File: config.mk
export PLATFORM = sky130hd
export DESIGN_NAME = lefr_out_stage
export DESIGN_NICKNAME = d
export VERILOG_FILES = /design/src/hdl/lefr_pkg.sv /design/src/hdl/lefr_out_stage.sv
export SDC_FILE = /design/constraint.sdc
export NUM_CORES = 2
export LEC_CHECK = 0
export ABC_AREA = 1
export BUFFER_PORTS_ARGS = -buffer_cell sky130_fd_sc_hd__buf_4
export CORE_ASPECT_RATIO = 1.75
export CORE_MARGIN = 8
export CORE_UTILIZATION = 40
export DETAILED_ROUTE_END_ITERATION = 10
export PLACE_DENSITY = 0.63
export SYNTH_ARGS = -nofsm -noshare
export SYNTH_HDL_FRONTEND = slang
export SYNTH_SLANG_ARGS = --single-unit
File: constraint.sdc
create_clock -name clk -period 4.4 [get_ports clk]
set_input_delay 1.1 -clock clk [delete_from_list [all_inputs] [get_ports clk]]
set_output_delay 1.1 -clock clk [all_outputs]
set_load 0.1 [all_outputs]
File: src/hdl/lefr_pkg.sv
package lefr_pkg;

    localparam int FRAC_BITS = 16;
    localparam int MAX_ORDER = 4;

    localparam int IN_W   = 24;
    localparam int CFG_W  = 24;
    localparam int IDX_W  = 3;
    localparam int OUT_W  = 32;
    localparam int ACC_W  = 28;
    localparam int U_EXP  = 2 * FRAC_BITS;
    localparam int S_MIN  = (U_EXP > 30) ? (U_EXP - 30) : 0;
    localparam int P_W    = 2 * IN_W;
    localparam int LEN_W  = 6;
    localparam int VS_W   = 31;
    localparam int E_W    = 5;
    localparam int SQ_W   = 2 * VS_W;
    localparam int MUL_W  = ACC_W + VS_W;
    localparam int D_W    = SQ_W + 1;
    localparam int NUM_W  = MUL_W + 2;
    localparam int MAG_W  = NUM_W - 1;
    localparam int QUO_W  = 28;
    localparam int N_W    = MAG_W + 31;
    localparam int RND_W  = P_W + 1 - FRAC_BITS;

    localparam logic [QUO_W-1:0] ACC_LIM = QUO_W'(1) << 26;
    localparam logic [RND_W-1:0] OUT_MAX = RND_W'(32'h7FFF_FFFF);
    localparam logic signed [CFG_W-1:0] GAIN_RESET = CFG_W'(65536);

    typedef enum logic [2:0] {
        KIND_PROP  = 3'd0,
        KIND_LAG1  = 3'd1,
        KIND_LAG2  = 3'd2,
        KIND_LAG3  = 3'd3,
        KIND_LAG4  = 3'd4,
        KIND_DIFF  = 3'd5,
        KIND_INTEG = 3'd6,
        KIND_ZERO  = 3'd7
    } kind_t;

    localparam logic [IDX_W-1:0] CFG_KIND  = 3'd0;
    localparam logic [IDX_W-1:0] CFG_GAIN  = 3'd1;
    localparam logic [IDX_W-1:0] CFG_T1    = 3'd2;
    localparam logic [IDX_W-1:0] CFG_T2    = 3'd3;
    localparam logic [IDX_W-1:0] CFG_T3    = 3'd4;
    localparam logic [IDX_W-1:0] CFG_T4    = 3'd5;
    localparam logic [IDX_W-1:0] CFG_INTEG = 3'd6;

    typedef struct packed {
        logic                    valid;
        logic [IN_W-1:0]         omega;
        logic signed [ACC_W-1:0] re;
        logic signed [ACC_W-1:0] im;
    } item_t;

    // Bit length of the product omega * T.
    function automatic logic [LEN_W-1:0] lead_len(input logic [P_W-1:0] p);
        logic [LEN_W-1:0] len;
        len = '0;
        for (int i = 0; i < P_W; i++)
        begin
            if (p[i])
            begin
                len = LEN_W'(i + 1);
            end
        end
        return len;
    endfunction

endpackage

File: src/hdl/lefr_out_stage.sv
module lefr_out_stage (
    input  logic                        clk,
    input  logic                        rst_n,
    input  lefr_pkg::item_t             item_in,
    input  lefr_pkg::kind_t             kind,
    input  logic [lefr_pkg::CFG_W-1:0]  integ_time,
    output logic                        en,
    output logic                        m_axis_tvalid,
    input  logic                        m_axis_tready,
    output logic [63:0]                 m_axis_tdata,
    output logic [0:0]                  m_axis_tuser
);

    typedef struct packed {
        logic [lefr_pkg::OUT_W-1:0] re;
        logic [lefr_pkg::OUT_W-1:0] im;
        logic                       sat;
    } res_t;

    lefr_pkg::item_t          o1_reg;
    logic [lefr_pkg::P_W-1:0] prod_reg;
    res_t                     res_next;
    res_t                     main_reg, skid_reg;
    logic                     main_valid_reg, skid_valid_reg;
    logic [lefr_pkg::RND_W-1:0] rnd;
    logic                     push, pop;

    assign en = !skid_valid_reg;

    always_ff @(posedge clk or negedge rst_n)
    begin
        if (!rst_n)
        begin
            o1_reg <= '0;
        end
        else if (en)
        begin
            o1_reg <= item_in;
        end
    end

    always_ff @(posedge clk)
    begin
        if (en)
        begin
            prod_reg <= integ_time * item_in.omega;
        end
    end

    always_comb
    begin
        rnd = lefr_pkg::RND_W'((lefr_pkg::RND_W + lefr_pkg::FRAC_BITS)'(prod_reg)
              + (lefr_pkg::RND_W + lefr_pkg::FRAC_BITS)'(1 << (lefr_pkg::FRAC_BITS - 1))
              >> lefr_pkg::FRAC_BITS);
        res_next = '0;
        case (kind)
            lefr_pkg::KIND_PROP,
            lefr_pkg::KIND_LAG1,
            lefr_pkg::KIND_LAG2,
            lefr_pkg::KIND_LAG3,
            lefr_pkg::KIND_LAG4:
            begin
                if (int'(kind) <= lefr_pkg::MAX_ORDER)
                begin
                    res_next.re = lefr_pkg::OUT_W'(o1_reg.re);
                    if (kind != lefr_pkg::KIND_PROP)
                    begin
                        res_next.im = lefr_pkg::OUT_W'(o1_reg.im);
                    end
                end
            end
            lefr_pkg::KIND_INTEG:
            begin
                if (rnd > lefr_pkg::OUT_MAX)
                begin
                    res_next.im  = lefr_pkg::OUT_W'(lefr_pkg::OUT_MAX);
                    res_next.sat = 1'b1;
                end
                else
                begin
                    res_next.im = lefr_pkg::OUT_W'(rnd);
                end
            end
            default:
            begin
                res_next = '0;
            end
        endcase
    end

    assign push = en && o1_reg.valid;
    assign pop  = main_valid_reg && m_axis_tready;

    always_ff @(posedge clk or negedge rst_n)
    begin
        if (!rst_n)
        begin
            main_valid_reg <= 1'b0;
            skid_valid_reg <= 1'b0;
        end
        else if (skid_valid_reg)
        begin
            if (pop)
            begin
                skid_valid_reg <= 1'b0;
            end
        end
        else if (push)
        begin
            if (main_valid_reg && !pop)
            begin
                skid_valid_reg <= 1'b1;
            end
            main_valid_reg <= 1'b1;
        end
        else if (pop)
        begin
            main_valid_reg <= 1'b0;
        end
    end

    always_ff @(posedge clk)
    begin
        if (skid_valid_reg)
        begin
            if (pop)
            begin
                main_reg <= skid_reg;
            end
        end
        else if (push)
        begin
            if (main_valid_reg && !pop)
            begin
                skid_reg <= res_next;
            end
            else
            begin
                main_reg <= res_next;
            end
        end
    end

    assign m_axis_tvalid = main_valid_reg;
    assign m_axis_tdata  = {main_reg.im, main_reg.re};
    assign m_axis_tuser  = main_reg.sat;

endmodule

==> results.md <==
- Crit end category: flip-flop
- Worst relative slew slack: 0.3408
- Vias in the first global route: about 26,000
- CP required: between 4 and 5 ns
- Hold_buf cts: 0
- Final core utilization: 0.5226
- Most used DFF post-synth: edfxtp_1
- Setup ws final: -1.950 ns
- Synth Area in XOR/XNOR: 0.01083
- Clock Pin Slew Worst Setup and Hold Paths: around 0.07 ns
- Hold EP: o1_reg[21]
- Hold Path Class: reg2reg
- Crit path launch type: input pin
- First-pass GRT wire length: roughly 130,000 um
- Final min period: ~6.3 ns
- M2 GR Usage: 0.3985
- Clock root buffer: clkbuf_16
- Fin. Hold Viols: 0
- Initial antenna violation count: 0
- Outcome: finished, violations left
- Combinational family with the most area after synthesis: adder cells
- IO Count: ~180
- Area Overhead vs Synth: 30.05%
- GR Layer Usage met3: 0.01329
- Most common cell in the netlist: nand2_1
- Max FO, Critical Path: 7
- Async SR Flop Fraction: 0.2757
- Synthesized Nets: 4,343
- Final setup viols: 33
- Buf/Inv on CP: 9
- Diodes inserted: 0
- Routed WL per cell: 18.04 um
- # fillers: about 6,600
- CTS Sinks: approximately 210
- Final cycle utilization of the critical path: 1.443
- Final wirelength: 88,990 um
- Rows: 131
- Total grt overflow: 0
- CTS tree: yes
- Total track usage: 0.2043
- RSZ-0062 raised after global routing: yes
- Worst Tran Pin Value: between 0.9 and 1 ns
- Synth top cells by count: 1,080 x nand2_1, 953 x inv_1, 481 x fa_1, 171 x ha_1, 166 x nor2_1
- Final #Nets: roughly 4,800
- Antenna-violating nets left: 0
- DRC Markers: 0
- Crit path largest cell delay: roughly 0.55 ns
- CTS Buf Count: 19
- Max Transition Viols Final: 0
- Max-cap violation count: 0
- Vias: about 24,000
- Die ar.: ~0.082 mm2
- Crit path max-delay family: adder cells
- Worst Hold Launch: o1_reg[21]
- Failing checks: setup timing
- Port bufs: ~180
- Number of cells on the worst hold path: 2
- Synthesized area: between 0.02 and 0.03 mm2
- Number of synthesized flops with an enable pin: 155
- Top cell type's share of synthesized area: 0.3308
- Synth Instances: between 3,000 and 4,000
- Reg-to-reg setup timing slack: about 1.5 ns
- Largest net degree at the start of global routing: 84
- Post-synthesis simple-gate area fraction: 0.1966
- Most used cell, CP: fa_1
- Maximum clock path buffer count: 3
- Initial DRC Count: 1,277
- Max Clock Freq: 0.1575 GHz
- Die W: around 220 um
- Critical-path top delay cell: fa_1
- Worst Setup Path Type: in2reg
- Yosys cell types: 42
- Die Ht: approximately 370 um
- Compound-gate portion of the synthesized area: 0.03529
- Mean post-synth cell area: around 8.1 um2
- Most Crowded Layer GR: met2
- Syn. warnings: 0
- Worst path arrival time: about 6.6 ns
- Post-synthesis mux area share: 0
- FF-to-FF End: m_axis_tdata[54]
- Synth Area in Adders: 0.4043
- DP HPWL: 69,460 um
- Clock Latency Late Sink: a little under 0.5 ns
- Cells taking the most area after synthesis: fa_1 33%, edfxtp_1 16%, nand2_1 14%
- Clock Skew: 0.02136 ns
- Share of the yosys chip area belonging to registers: 0.2106
- Grt met1 use: 0.2197
- Routability cong.: ~0.92
- DR pass1 iterations: 7
- Via density: about 4.9
- Share of layout cells above drive strength 1: 0.2553
- H-tree Lvls: 1
- RR Startpoint: skid_valid_reg
- Initial core utilization: 0.4018
- Flip-flop and latch count after synthesis: 214
- R2R cell count: 4
- Core ar.: 0.07245 mm2
- Leading area contributor after synthesis: fa_1
- Max reg flops: 61
==> worst reg2reg max path, stage by stage (launching register included) <==
cell and delay, ns:
dfrtp_2 0.40, buf_4 0.71, a21boi_0 0.36, a21oi_4 0.84, buf_12 0.31
==> layout by cell type, fill, tap and decap left out, types with 23 or more instances in the layout <==
master	count
buf_6	75
o21ai_0	46
edfxtp_1	155
nand2_2	77
fa_1	447
dfrtp_1	58
a21oi_1	24
clkbuf_16	33
nor2_2	26
buf_4	371
ha_1	136
nand2_4	33
a21oi_4	23
nor2_1	105
nand2_1	979
buf_12	37
nand3_1	60
fa_2	34
ha_4	33
inv_1	862
inv_2	92
nor2_4	43
==> metrics by stage <==
stage	area, um2	setup TNS [ns]	hold WS (ns)	std cells	worst slack (ns)
floorplan	30290	-59.58	0.4460	3580	-1.938
global placement	33930	-80.88	0.4579	4831	-2.684
detailed placement	33930	-82.45	0.4648	4831	-2.719
CTS	36000	-57.65	0.4819	4898	-1.897
global route	37860	-62.80	0.4929	4934	-2.027
finish	37860	-58.40	0.4778	4934	-1.950
==> per-layer routing <==
layer,vias to the layer above,share of wire
met5,-,0
met4,0,0.070
met3,306,0.043
met2,730,0.54
met1,11790,0.35
li1,11220,-
==> logic make-up after synthesis <==
family,after synthesis
flip-flops,214
AND/OR/NAND/NOR,1403
adder cells (fa/ha/maj),652
AO/OA/AOI/OAI,184
XOR/XNOR,36
buffers and inverters,1091
==> worst max path at each step <==
stage | from | to | slack, ns | cells past startpoint
detailed placement | integ_time[13] | prod_reg[40] | -2.72 | 24
global route | item_in[65] | prod_reg[46] | -2.03 | 26
CTS | integ_time[4] | prod_reg[27] | -1.90 | 22
finish | integ_time[16] | prod_reg[43] | -1.95 | 25
floorplan | integ_time[10] | prod_reg[39] | -1.94 | 22
global placement | item_in[65] | prod_reg[41] | -2.68 | 22
==> layout make-up <==
class                   instances  area, um2  share of cell area
multi-input cells            2275      20940              0.5532
flip-flops and latches        214       6132              0.1620
repair buffers                526       5344              0.1412
inverters                     955       3590             0.09482
well taps                     931       1165             0.03077
clock buffers                  22      506.7             0.01339
clock inverters                11      178.9            0.004726
==> repair_timing <==
action                     in CTS  in global routing
setup endpoints to repair      33                 33
resized for setup             299                347
gates cloned                    0                 14
pin swaps                     116                158
setup buffers                  35                 22
Power is not shown: default switching activity piles up to over one toggle a cycle in this logic, so the estimate is an artifact.
